**src/hw/rtl/modexp_pkg.sv**
```systemverilog
// Register map and reset constants for the modular exponentiation block.
package modexp_pkg;

  localparam int unsigned RegIdxW = 1;

  localparam logic [RegIdxW-1:0] REG_EXPONENT = 1'b0;
  localparam logic [RegIdxW-1:0] REG_MODULUS  = 1'b1;

  localparam logic [31:0] EXP_RESET = 32'd7;
  localparam logic [31:0] MOD_RESET = 32'd611;

  localparam int unsigned ApbAddrW = 3;
  localparam int unsigned ApbDataW = 32;

endpackage

```
**src/hw/rtl/modular_exponentiation.sv**
```systemverilog
// Modular exponentiation core: right-to-left square and multiply, bit-serial modmul.
//
// Usage: write exponent (address 0) and modulus (address 4) over the APB port
// while idle; reset leaves exponent 7 and modulus 611. Pulse start with base_i
// while busy is low; the item is taken at that edge and busy rises.
// One result appears on power_o with done_o high for exactly one cycle; the
// receiver cannot stall, so no output backpressure exists.
// Sequence: every modular multiply runs on one shared shift-and-subtract unit,
// one multiplier bit per cycle. An item first reduces the base, then for each
// significant exponent bit passes a check state, multiplies the accumulator by
// the square for a one bit and then squares; a final check delivers the result.
// A modulus below two answers 0 in the cycle after start and busy stays low.
// Reset aborts any item in flight and drops busy and done_o.
module modular_exponentiation #(
  parameter int unsigned WORD_BITS = 16
) (
  input  logic                                   clk_i,
  input  logic                                   rst_ni,
  input  logic                                   psel,
  input  logic                                   penable,
  input  logic                                   pwrite,
  input  logic [modexp_pkg::ApbAddrW-1:0]        paddr,
  input  logic [modexp_pkg::ApbDataW-1:0]        pwdata,
  output logic [modexp_pkg::ApbDataW-1:0]        prdata,
  output logic                                   pready,
  input  logic                                   start,
  output logic                                   busy,
  input  logic [WORD_BITS-1:0]                   base_i,
  output logic [WORD_BITS-1:0]                   power_o,
  output logic                                   done_o
);

  localparam int unsigned CntW = $clog2(WORD_BITS);
  localparam logic [CntW-1:0] CntLast = CntW'(WORD_BITS - 1);

  localparam logic [2:0] ST_IDLE   = 3'd0;
  localparam logic [2:0] ST_REDUCE = 3'd1;
  localparam logic [2:0] ST_CHECK  = 3'd2;
  localparam logic [2:0] ST_ACC    = 3'd3;
  localparam logic [2:0] ST_SQR    = 3'd4;

  logic [2:0]            state_q, state_d;
  logic [WORD_BITS-1:0]  exponent_q, exponent_d;
  logic [WORD_BITS-1:0]  modulus_q, modulus_d;
  logic                  done_q, done_d;
  logic [WORD_BITS-1:0]  power_q, power_d;
  logic [WORD_BITS-1:0]  acc_q, acc_d;
  logic [WORD_BITS-1:0]  sq_q, sq_d;
  logic [WORD_BITS-1:0]  exp_sh_q, exp_sh_d;
  logic [WORD_BITS-1:0]  mul_a_q, mul_a_d;
  logic [WORD_BITS-1:0]  mul_b_q, mul_b_d;
  logic [WORD_BITS-1:0]  mul_r_q, mul_r_d;
  logic [CntW-1:0]       cnt_q, cnt_d;

  logic                  cfg_wr;
  logic [WORD_BITS:0]    dbl;
  logic [WORD_BITS:0]    dbl_red;
  logic [WORD_BITS:0]    sum;
  logic [WORD_BITS:0]    sum_red;
  logic [WORD_BITS-1:0]  r_next;
  logic                  mul_last;

  assign pready = 1'b1;
  assign cfg_wr = psel && penable && pwrite;

  always_comb begin
    prdata = '0;
    case (paddr[2])
      modexp_pkg::REG_EXPONENT: prdata[WORD_BITS-1:0] = exponent_q;
      modexp_pkg::REG_MODULUS:  prdata[WORD_BITS-1:0] = modulus_q;
      default:                  prdata = '0;
    endcase
  end

  always_comb begin
    exponent_d = exponent_q;
    modulus_d  = modulus_q;
    if (cfg_wr) begin
      case (paddr[2])
        modexp_pkg::REG_EXPONENT: exponent_d = pwdata[WORD_BITS-1:0];
        modexp_pkg::REG_MODULUS:  modulus_d  = pwdata[WORD_BITS-1:0];
        default: ;
      endcase
    end
  end

  // one interleaved modmul step: r = 2r + a_bit*b mod m
  always_comb begin
    dbl     = {mul_r_q, 1'b0};
    dbl_red = (dbl >= {1'b0, modulus_q}) ? dbl - {1'b0, modulus_q} : dbl;
    sum     = {1'b0, dbl_red[WORD_BITS-1:0]}
              + (mul_a_q[WORD_BITS-1] ? {1'b0, mul_b_q} : '0);
    sum_red = (sum >= {1'b0, modulus_q}) ? sum - {1'b0, modulus_q} : sum;
    r_next  = sum_red[WORD_BITS-1:0];
  end

  assign mul_last = (cnt_q == '0);

  always_comb begin
    state_d  = state_q;
    done_d   = 1'b0;
    power_d  = power_q;
    acc_d    = acc_q;
    sq_d     = sq_q;
    exp_sh_d = exp_sh_q;
    mul_a_d  = {mul_a_q[WORD_BITS-2:0], 1'b0};
    mul_b_d  = mul_b_q;
    mul_r_d  = r_next;
    cnt_d    = cnt_q - 1'b1;
    case (state_q)
      ST_IDLE: begin
        if (start) begin
          if (modulus_q < WORD_BITS'(2)) begin
            power_d = '0;
            done_d  = 1'b1;
          end else begin
            acc_d    = WORD_BITS'(1);
            exp_sh_d = exponent_q;
            mul_a_d  = base_i;
            mul_b_d  = WORD_BITS'(1);
            mul_r_d  = '0;
            cnt_d    = CntLast;
            state_d  = ST_REDUCE;
          end
        end
      end
      ST_REDUCE: begin
        if (mul_last) begin
          sq_d    = r_next;
          state_d = ST_CHECK;
        end
      end
      ST_CHECK: begin
        mul_r_d = '0;
        cnt_d   = CntLast;
        if (exp_sh_q == '0) begin
          power_d = acc_q;
          done_d  = 1'b1;
          state_d = ST_IDLE;
        end else if (exp_sh_q[0]) begin
          mul_a_d = acc_q;
          mul_b_d = sq_q;
          state_d = ST_ACC;
        end else begin
          mul_a_d = sq_q;
          mul_b_d = sq_q;
          state_d = ST_SQR;
        end
      end
      ST_ACC: begin
        if (mul_last) begin
          acc_d   = r_next;
          mul_a_d = sq_q;
          mul_b_d = sq_q;
          mul_r_d = '0;
          cnt_d   = CntLast;
          state_d = ST_SQR;
        end
      end
      ST_SQR: begin
        if (mul_last) begin
          sq_d     = r_next;
          exp_sh_d = exp_sh_q >> 1;
          state_d  = ST_CHECK;
        end
      end
      default: begin
        state_d = ST_IDLE;
      end
    endcase
  end

  always_ff @(posedge clk_i or negedge rst_ni) begin
    if (!rst_ni) begin
      state_q    <= ST_IDLE;
      done_q     <= 1'b0;
      exponent_q <= modexp_pkg::EXP_RESET[WORD_BITS-1:0];
      modulus_q  <= modexp_pkg::MOD_RESET[WORD_BITS-1:0];
    end else begin
      state_q    <= state_d;
      done_q     <= done_d;
      exponent_q <= exponent_d;
      modulus_q  <= modulus_d;
    end
  end

  always_ff @(posedge clk_i) begin
    power_q  <= power_d;
    acc_q    <= acc_d;
    sq_q     <= sq_d;
    exp_sh_q <= exp_sh_d;
    mul_a_q  <= mul_a_d;
    mul_b_q  <= mul_b_d;
    mul_r_q  <= mul_r_d;
    cnt_q    <= cnt_d;
  end

  assign busy    = (state_q != ST_IDLE);
  assign done_o  = done_q;
  assign power_o = power_q;

endmodule
```
**config.mk**
```make
export PLATFORM = sky130hd
export DESIGN_NAME = modular_exponentiation
export DESIGN_NICKNAME = d
export VERILOG_FILES = /design/src/hw/rtl/modexp_pkg.sv /design/src/hw/rtl/modular_exponentiation.sv
export SDC_FILE = /design/constraint.sdc
export NUM_CORES = 1
export LEC_CHECK = 0
export ABC_AREA = 1
export BUFFER_PORTS_ARGS = -buffer_cell sky130_fd_sc_hd__buf_2
export CAP_MARGIN = 40
export CORE_UTILIZATION = 65
export DETAILED_ROUTE_END_ITERATION = 6
export PLACE_DENSITY = 0.87
export SETUP_SLACK_MARGIN = 0.05
export SLEW_MARGIN = 20
export SYNTH_ARGS = -nofsm -noshare
export SYNTH_HDL_FRONTEND = slang
export SYNTH_SLANG_ARGS = --single-unit
```
**constraint.sdc**
```tcl
create_clock -name clk_i -period 12.6 [get_ports clk_i]
set_clock_uncertainty 0.15 [all_clocks]
set_input_delay 1.89 -clock clk_i [delete_from_list [all_inputs] [get_ports clk_i]]
set_output_delay 1.89 -clock clk_i [all_outputs]
set_load 0.01 [all_outputs]
```
==> flow_summary.yaml, run 1 <==
outcome:
  status: "complete, no violations"
route:
  drt-pass1-iter-count: 6
  post_drt_wl_per_cell_um: 15.5
  drtIter0Drc: 1069
  vias: 9349
  via_per_inst: 5.49
  wirelength_um: 26400
  drcViolationCount: 0
  ant_nets: 0
setup_path:
  reg2reg_depth: 31
  cp_max_fo: 18
  rrSetupSlack_ns: 6.79
  criticalPathCategory: "reg -> reg"
  crit_arrival_ns: 5.95
  r2r-start: "modulus_q[6]$_DFFE_PN1P_"
  crit_path_frequent_cell: "nand2_1"
  cp_slowest_cell: "dfstp_2"
  critical-path-max-stage-delay_ns: 0.53
  startpoint_type: "register"
  end_kind: "register"
  cp_data_required_time_ns: 12.75
  rr_endpoint: "acc_q[3]$_SDFFCE_PN0P_"
placed_design:
  io_buffers: 72
  placed_area_mm2: 0.0107
  dp_cells: 1665
  place_hpwl_um: 19600
  gp_congestion: 0.906
  pre_cts_slack_ns: 6.91
floorplanning:
  num_rows: 45
  die_x_um: 127
  ioPinCount: 108
  fp.dieH_um: 127
  core_area_mm2: 0.0153
  start_util_pct: 67.0
  dieArea_mm2: 0.0162
timing:
  fin_crit_sh_pct: 46.1
  finalWorstSetupSlack_ns: 6.79
  fmax_mhz: 172
  fin_tns_setup_ns: 0
  fin_crit_ns: 5.81
  slew_headroom_pct: 49.8
  setup_violations: 0
  hold_viol: 0
  slew_violations: 0
  worst_pin_slew_ns: 0.751
  rsz0062_at_grt: "false"
grt:
  grt_start_max_net_pins: 37
  grt_pass1_vias: 8611
  grt_use_total_pct: 33.5
  grt_pass1_wl_um: 41700
  antenna_found_initial: 0
  gr-total-overflow: 0
cells_and_area:
  final_area_mm2: 0.0113
  finalNetCount: 1587
  filler_cell_count: 1166
  num_antenna_cells: 0
  stdcell_count: 1702
  final_layout_size_suffix_gt1_share_pct: 12.7
  area_growth_pct: 11.0
logic_synthesis:
  synth_warnings: 0
  synthCells: 1415
  ys_seq_area_share_pct: 39.5
  ys_top_cells_by_area: "edfxtp_1 (24%), nand2_1 (15%), inv_1 (8.5%), dfxtp_1 (7.1%), dfrtp_1 (6.9%)"
  yosys.area.top_type: "edfxtp_1"
  synth_edf_count: 80
  synth_commonest_cells: "nand2_1 (420), inv_1 (231), o21ai_0 (124)"
  yosysUniqueCellTypes: 47
  synth-seq-cells: 152
  synthArstFlopShare_pct: 23.7
  yosysMostFrequentCell: "nand2_1"
  synth_top_area_share_pct: 23.5
  ys.flop_type: "edfxtp_1"
  syn_area_mm2: 0.0102
  avgSynthCellArea_um2: 7.22
hold_path:
  worstHoldStart: "cnt_q[0]$_DFF_P_"
  holdPathStages: 1
  worst_hold_path.endpoint: "cnt_q[0]$_DFF_P_"
  hold_class: "reg -> reg"
clock_tree:
  cts_tree: "done"
  cts.sinks: 152
  cts-resized-gates: 0
  clockBufferDepth: 2
  htree_levels: 4
  cts_buffers: 17
  clk_latency_ns: 0.43
  cts-root-buf: "clkbuf_16"
  hold_buffers: 0
  cts_setup_buffers: 0
  path_clk_slew_ns: 0.07
job:
  drv_cap: 0
-- metrics by stage --
stage	hold WS (ns)	utilization, %
floorplan	0.275	-
global placement	0.292	69.7
detailed placement	0.297	69.9
CTS	0.311	73.8
global route	0.348	74.3
finish	0.304	74.3
-- layout make-up --
| cell class | instances | area, µm² | area share [%] |
|---|---|---|---|
| Sequential cell | 152 | 4030 | 35.6 |
| Inverter | 236 | 886 | 7.81 |
| Clock inverter | 15 | 166 | 1.47 |
| Multi-Input combinational cell | 983 | 5020 | 44.3 |
| Tap cell | 211 | 264 | 2.33 |
| Timing Repair Buffer | 88 | 542 | 4.78 |
| Clock buffer | 17 | 425 | 3.75 |
-- worst max-delay path: cells and delay by family (launching register included) --
family                     cells  cell delay [ns]
DFF                            1             0.53
AOI/OAI and AO/OA              2             0.28
buffers and inverters          3             0.24
xor gates and xnor gates       1             0.32
and+or+nand+nor               22             2.85
adders and majority gates      3             1.25
-- worst max-delay path by stage --
stage                             start                       to  cells after the start
4_1_cts        modulus_q[6]$_DFFE_PN1P_   acc_q[3]$_SDFFCE_PN0P_                     31
3_5_place_dp   modulus_q[6]$_DFFE_PN1P_  acc_q[15]$_SDFFCE_PN0P_                     31
2_1_floorplan  modulus_q[5]$_DFFE_PN1P_   acc_q[0]$_SDFFCE_PN1P_                     31
5_1_grt        modulus_q[1]$_DFFE_PN1P_   acc_q[3]$_SDFFCE_PN0P_                     31
6_report       modulus_q[6]$_DFFE_PN1P_   acc_q[3]$_SDFFCE_PN0P_                     31
3_3_place_gp   modulus_q[6]$_DFFE_PN1P_  acc_q[15]$_SDFFCE_PN0P_                     31
-- metal layers --
layer	share of wire, %	global-route usage [%]	wire (µm)
met2	47	54.3	12500
met3	7.5	4.82	1990
met5	0	0	0
met1	42	44.0	11000
met4	3.5	17.0	930
-- sequential cells by signal, indices dropped and copies added, names as in the netlist --
signal and count:
exp_sh_q 16, modulus_q 16, mul_a_q 16, mul_r_q 16, done_o 1, cnt_q 4
acc_q 16, power_o 16, state_q 3, exponent_q 16, sq_q 16, mul_b_q 16
-- layout by cell type, fill, tap and decap left out, types with 3 or more instances in the layout --
cell type	count
a21oi_1	33
a21oi_2	5
and2_1	3
buf_2	72
buf_4	9
buf_8	5
clkbuf_16	17
clkinv_1	3
clkinv_4	4
conb_1	17
dfrtp_1	28
dfstp_2	8
dfxtp_1	36
edfxtp_1	80
fa_1	3
ha_1	49
inv_1	231
inv_2	4
inv_6	3
nand2_1	420
nand2_2	30
nand2_4	4
nand3_1	76
nand3b_1	8
nand4_1	31
nor2_1	110
nor2_2	4
o211ai_1	17
o21ai_0	123
o21bai_1	4
or2_2	7
xnor2_1	14
xor2_1	6
-- cells by family after synthesis --
| kind of cell | share of synthesized area, % |
|---|---|
| and+or+nand+nor | 29.8 |
| buffers and inverters | 12.0 |
| AOI/OAI and AO/OA | 10.4 |
| DFF | 39.5 |
| adders and majority gates | 6.59 |
| xor gates and xnor gates | 1.71 |
| other | 0.0735 |
Power of run 1 is not shown: default switching activity piles up to over one toggle a cycle in this logic, so the estimate is an artifact.
==> inputs of run 2 (changes only) <==
Settings changed: ABC_AREA 1 to 0, CORE_UTILIZATION 65 to 59, PLACE_DENSITY 0.87 to 0.81.
Clock period 12.6 ns to 6 ns, I/O delays scaled along.
==> flow_summary.yaml, run 2 <==
outcome:
  status: "finished with violations"
  violations: "design-rule violations, negative setup slack"
clock_tree:
  htree_levels: 4
  hold_buffers: 0
  cts_tree: "done"
  clockBufferDepth: 2
  clk_latency_ns: 0.46
  path_clk_slew_ns: 0.07
  cts_buffers: 17
  cts.sinks: 152
  cts-root-buf: "clkbuf_16"
placed_design:
  gp_congestion: 0.889
  dp_cells: 1261
  placed_area_mm2: 0.0109
  io_buffers: 72
  place_hpwl_um: 18600
timing:
  rsz0062_at_grt: "true"
  worst_pin_slew_ns: 1.22
  fmax_mhz: 142
  finalWorstSetupSlack_ns: -1.03
  slew_headroom_pct: 18.4
  slew_violations: 0
  fin_tns_setup_ns: -31.75
  setup_violations: 48
  fin_crit_sh_pct: 117
  fin_crit_ns: 7.03
  hold_viol: 0
cells_and_area:
  filler_cell_count: 681
  final_area_mm2: 0.0125
  stdcell_count: 1344
  final_cell_mix: "buf_4 (188), edfxtp_1 (80), buf_2 (72), mux2_2 (66), inv_1 (58)"
  fin_util_pct: 84.9
  final_common_cell: "buf_4"
  finalNetCount: 1256
  area_growth_pct: 38.5
  final_layout_size_suffix_gt1_share_pct: 43.2
  num_antenna_cells: 0
floorplanning:
  core_area_mm2: 0.0147
  num_rows: 44
  start_util_pct: 61.3
  dieArea_mm2: 0.0158
  ioPinCount: 108
  die_x_um: 126
  fp.dieH_um: 126
route:
  drtIter0Drc: 1341
  ant_nets: 0
  wirelength_um: 36000
  vias: 9189
  drcViolationCount: 2
  drt-pass1-iter-count: 7
  via_per_inst: 6.84
  post_drt_wl_per_cell_um: 26.8
logic_synthesis:
  synth_top_area_share_pct: 26.7
  yosysMostFrequentCell: "edfxtp_1"
  synthCells: 876
  synthArstFlopShare_pct: 23.7
  ys_top_cells_by_area: "edfxtp_1 (27%), mux2_2 (9.9%), dfxtp_1 (8.0%), dfrtp_1 (7.8%), ha_1 (6.8%)"
  synth_edf_count: 80
  yosysUniqueCellTypes: 68
  syn_area_mm2: 0.00901
  synth-seq-cells: 152
  yosys.area.top_type: "edfxtp_1"
  synth_warnings: 0
  synth_commonest_cells: "edfxtp_1 (80), mux2_2 (79), inv_1 (65)"
  ys.flop_type: "edfxtp_1"
  ys_seq_area_share_pct: 44.8
  avgSynthCellArea_um2: 10.3
grt:
  gr-usage-met2_pct: 65.1
  busiest_layer: "met2"
  gr-total-overflow: 0
  use_met1_pct: 43.7
  grt_start_max_net_pins: 37
  grt_use_total_pct: 38.9
  met3_usage_pct: 8.73
  antenna_found_initial: 0
  grt_pass1_wl_um: 46100
  grt_pass1_vias: 8822
setup_path:
  cp_max_fo: 5
  r2r-start: "modulus_q[1]$_DFFE_PN1P_"
  end_kind: "register"
  criticalPathCategory: "reg -> reg"
  crit_arrival_ns: 7.11
  startpoint_type: "register"
  cp-startpoint: "modulus_q[1]$_DFFE_PN1P_"
  cp_data_required_time_ns: 6.08
hold_path:
  hold_class: "in -> async"
job:
  drv_cap: 0
[run 2: cell families after synthesis]
family                   after synthesis  share of synthesized area [%]
adder cells (fa/ha/maj)               52                           7.47
XOR/XNOR                              34                           3.31
multiplexers                          93                           11.4
buffers and inverters                110                           5.47
AO/OA/AOI/OAI                        186                           13.7
AND/OR/NAND/NOR                      247                           13.8
flip-flops                           152                           44.8
other                                  2                         0.0834
[run 2: repair_timing]
item,4_1_cts,5_1_grt
pin swaps,20,32
gates cloned,2,0
resized for setup,55,61
endpoints found under the hold margin,0,0
setup endpoints to repair,48,48
buffers inserted,36,15
[run 2: final cells by class]
type / count / area, µm² / share of cell area, %
clock buffer: 17 / 425 / 3.41
sequential: 152 / 4030 / 32.3
inverter: 65 / 244 / 1.96
clock inverter: 15 / 194 / 1.55
multi-input combinational: 629 / 5280 / 42.3
timing repair buffer: 282 / 2070 / 16.6
tap: 184 / 230 / 1.85
[run 2: through the flow]
stage          setup slack (ns)  hold slack, ns
3_3_place_gp             -0.482           0.253
5_1_grt                   -1.16           0.105
3_5_place_dp             -0.479           0.257
2_1_floorplan           -0.0894           0.249
4_1_cts                  -0.330           0.278
6_report                  -1.03          0.0955
[run 2: worst paths after layout]
path                                            end  slack (ns)  depth (start not counted)
setup / recovery            acc_q[14]$_SDFFCE_PN0P_       -1.03                         27
min in group clk_i               mul_a_q[7]$_DFF_P_        0.28                          2
setup reg to reg            acc_q[14]$_SDFFCE_PN0P_       -1.03                         27
hold reg to reg                  mul_a_q[7]$_DFF_P_        0.28                          2
max in group asynchronous  modulus_q[6]$_DFFE_PN1P_        5.12                          2
hold / removal               state_q[1]$_DFFE_PN0P_         0.1                          1
[run 2: worst max-delay path: stages (launching register included)]
cell and delay (ns):
dfstp_2 0.56, inv_2 0.06, ha_4 0.22, nor2b_4 0.14, o31a_1 0.34, o31ai_4 0.30
o31ai_4 0.11, nor2_2 0.13, a21o_1 0.17, buf_6 0.15, buf_4 0.11, mux2_4 0.32
ha_4 0.26, a21o_1 0.18, a21oi_1 0.20, a21boi_0 0.15, buf_4 0.18, o311ai_1 0.32
buf_4 0.27, ha_4 0.23, buf_4 0.15, a21oi_1 0.14, o21ai_0 0.12, a31oi_1 0.24
nand3_1 0.21, nor4b_2 0.85, nor4_4 0.13, a211oi_1 0.39
[run 2: per-layer routing]
metal | share of wire [%] | vias to the layer above
met5 | 0 | -
met4 | 9.8 | 0
met3 | 13 | 336
met2 | 45 | 930
met1 | 32 | 4231
li1 | - | 3692
Power of run 2 is left out for the same reason.
==> inputs of run 3 (changes only) <==
Settings changed: RECOVER_POWER set to 100, SLEW_MARGIN 20 to 15.
==> flow_summary.yaml, run 3 (synthesis results as in run 2) <==
grt:
  gr-total-overflow: 0
  grt_pass1_vias: 8454
  grt_start_max_net_pins: 37
  antenna_found_initial: 1
  grt_use_total_pct: 38.2
  grt_pass1_wl_um: 45400
route:
  vias: 8950
  wirelength_um: 34400
  drtIter0Drc: 1255
  drcViolationCount: 4
  drt-pass1-iter-count: 7
  via_per_inst: 6.74
  post_drt_wl_per_cell_um: 25.9
  ant_nets: 0
cells_and_area:
  final_common_cell: "buf_4"
  finalNetCount: 1239
  stdcell_count: 1328
  filler_cell_count: 702
  area_growth_pct: 36.8
  fin_util_pct: 83.8
  final_area_mm2: 0.0123
  final_cell_mix: "buf_4 (164), edfxtp_1 (80), mux2_2 (65), nand2_1 (56), inv_1 (55)"
  final_layout_size_suffix_gt1_share_pct: 40.4
timing:
  worst_pin_slew_ns: 1.83
  fin_crit_ns: 6.70
  rsz0062_at_grt: "true"
  fin_tns_setup_ns: -26.46
  setup_violations: 48
  finalWorstSetupSlack_ns: -0.704
  slew_headroom_pct: -21.8
  slew_violations: 34
  fmax_mhz: 149
  hold_viol: 0
  fin_crit_sh_pct: 112
clock_tree:
  cts-root-buf: "clkbuf_16"
  hold_buffers: 0
  clockBufferDepth: 2
  clk_latency_ns: 0.44
  cts_tree: "done"
  htree_levels: 4
  cts_buffers: 17
  path_clk_slew_ns: 0.07
  cts.sinks: 152
floorplanning:
  fp.dieH_um: 126
  start_util_pct: 61.3
  die_x_um: 126
  ioPinCount: 108
  core_area_mm2: 0.0147
  num_rows: 44
  dieArea_mm2: 0.0158
setup_path:
  cp_data_required_time_ns: 6.00
  reg2reg_depth: 29
  rr_endpoint: "acc_q[10]$_SDFFCE_PN0P_"
  crit_arrival_ns: 6.71
  critical-path-max-stage-delay_ns: 0.54
  end_kind: "register"
  cp_slowest_cell: "dfstp_2"
  rrSetupSlack_ns: -0.70
  startpoint_type: "register"
  r2r-start: "modulus_q[1]$_DFFE_PN1P_"
  cp_max_fo: 8
  cp-startpoint: "modulus_q[1]$_DFFE_PN1P_"
  criticalPathCategory: "reg -> reg"
placed_design:
  placed_area_mm2: 0.0109
  dp_cells: 1262
  gp_congestion: 0.889
  place_hpwl_um: 18900
  io_buffers: 72
outcome:
  status: "finished with violations"
  violations: "design-rule violations, max-capacitance violations, max-slew violations, negative setup slack"
job:
  drv_cap: 1
hold_path:
  hold_class: "in -> async"
-- run 3: changes by cell type in the layout (fill, tap and decap cells not counted), sizes merged --
cell / delta
inv: +2
diode: +1
clkbuf: +29
clkinv: -2
bufinv: -1
buf: -45
-- run 3: stage by stage --
stage          setup WS, ns  hold WS (ns)
5_1_grt              -0.941         0.144
3_3_place_gp         -0.482         0.253
3_5_place_dp         -0.457         0.266
2_1_floorplan       -0.0894         0.249
6_report             -0.704         0.137
4_1_cts              -0.351         0.278
-- run 3: cell type report --
| cell class | instances | area (µm²) | share of cell area [%] |
|---|---|---|---|
| clock buffers | 18 | 450 | 3.65 |
| diodes | 1 | 2.50 | 0.0203 |
| repair buffers | 265 | 1870 | 15.2 |
| well taps | 184 | 230 | 1.87 |
| inverters | 65 | 244 | 1.98 |
| clock inverters | 14 | 155 | 1.26 |
| multi-input cells | 629 | 5340 | 43.3 |
| flip-flops and latches | 152 | 4030 | 32.7 |
-- run 3: timing repair --
item,CTS,global route
gates resized for setup,65,76
pin swaps,30,30
gates cloned,2,0
buffers inserted,20,16
setup endpoints to repair,48,48
-- run 3: how the worst max path moves through the flow --
stage,slack (ns),to,cells after the start
2_1_floorplan,-0.09,acc_q[10]$_SDFFCE_PN0P_,28
4_1_cts,-0.35,mul_r_q[6]$_DFF_P_,28
5_1_grt,-0.94,acc_q[10]$_SDFFCE_PN0P_,29
3_5_place_dp,-0.46,acc_q[10]$_SDFFCE_PN0P_,27
3_3_place_gp,-0.48,acc_q[10]$_SDFFCE_PN0P_,27
6_report,-0.70,acc_q[10]$_SDFFCE_PN0P_,29
-- run 3: per-layer routing --
metal  wire length [µm]  GRT usage (%)  vias up
li1                   -              -     3665
met1              11600           45.2     4173
met2              16000           64.0      833
met3               3850           8.00      279
met4               2970           23.2        0
met5                  0              0        -
-- run 3: worst max-delay path: cells and delay by family (launching register included) --
kind	cells	cell delay, ns
buffers and inverters	6	0.83
and+or+nand+nor	7	0.92
muxes	2	0.74
xor gates and xnor gates	1	0.31
AOI/OAI and AO/OA	10	1.97
DFF	1	0.54
adders and majority gates	3	0.94
Power of run 3 is left out for the same reason.
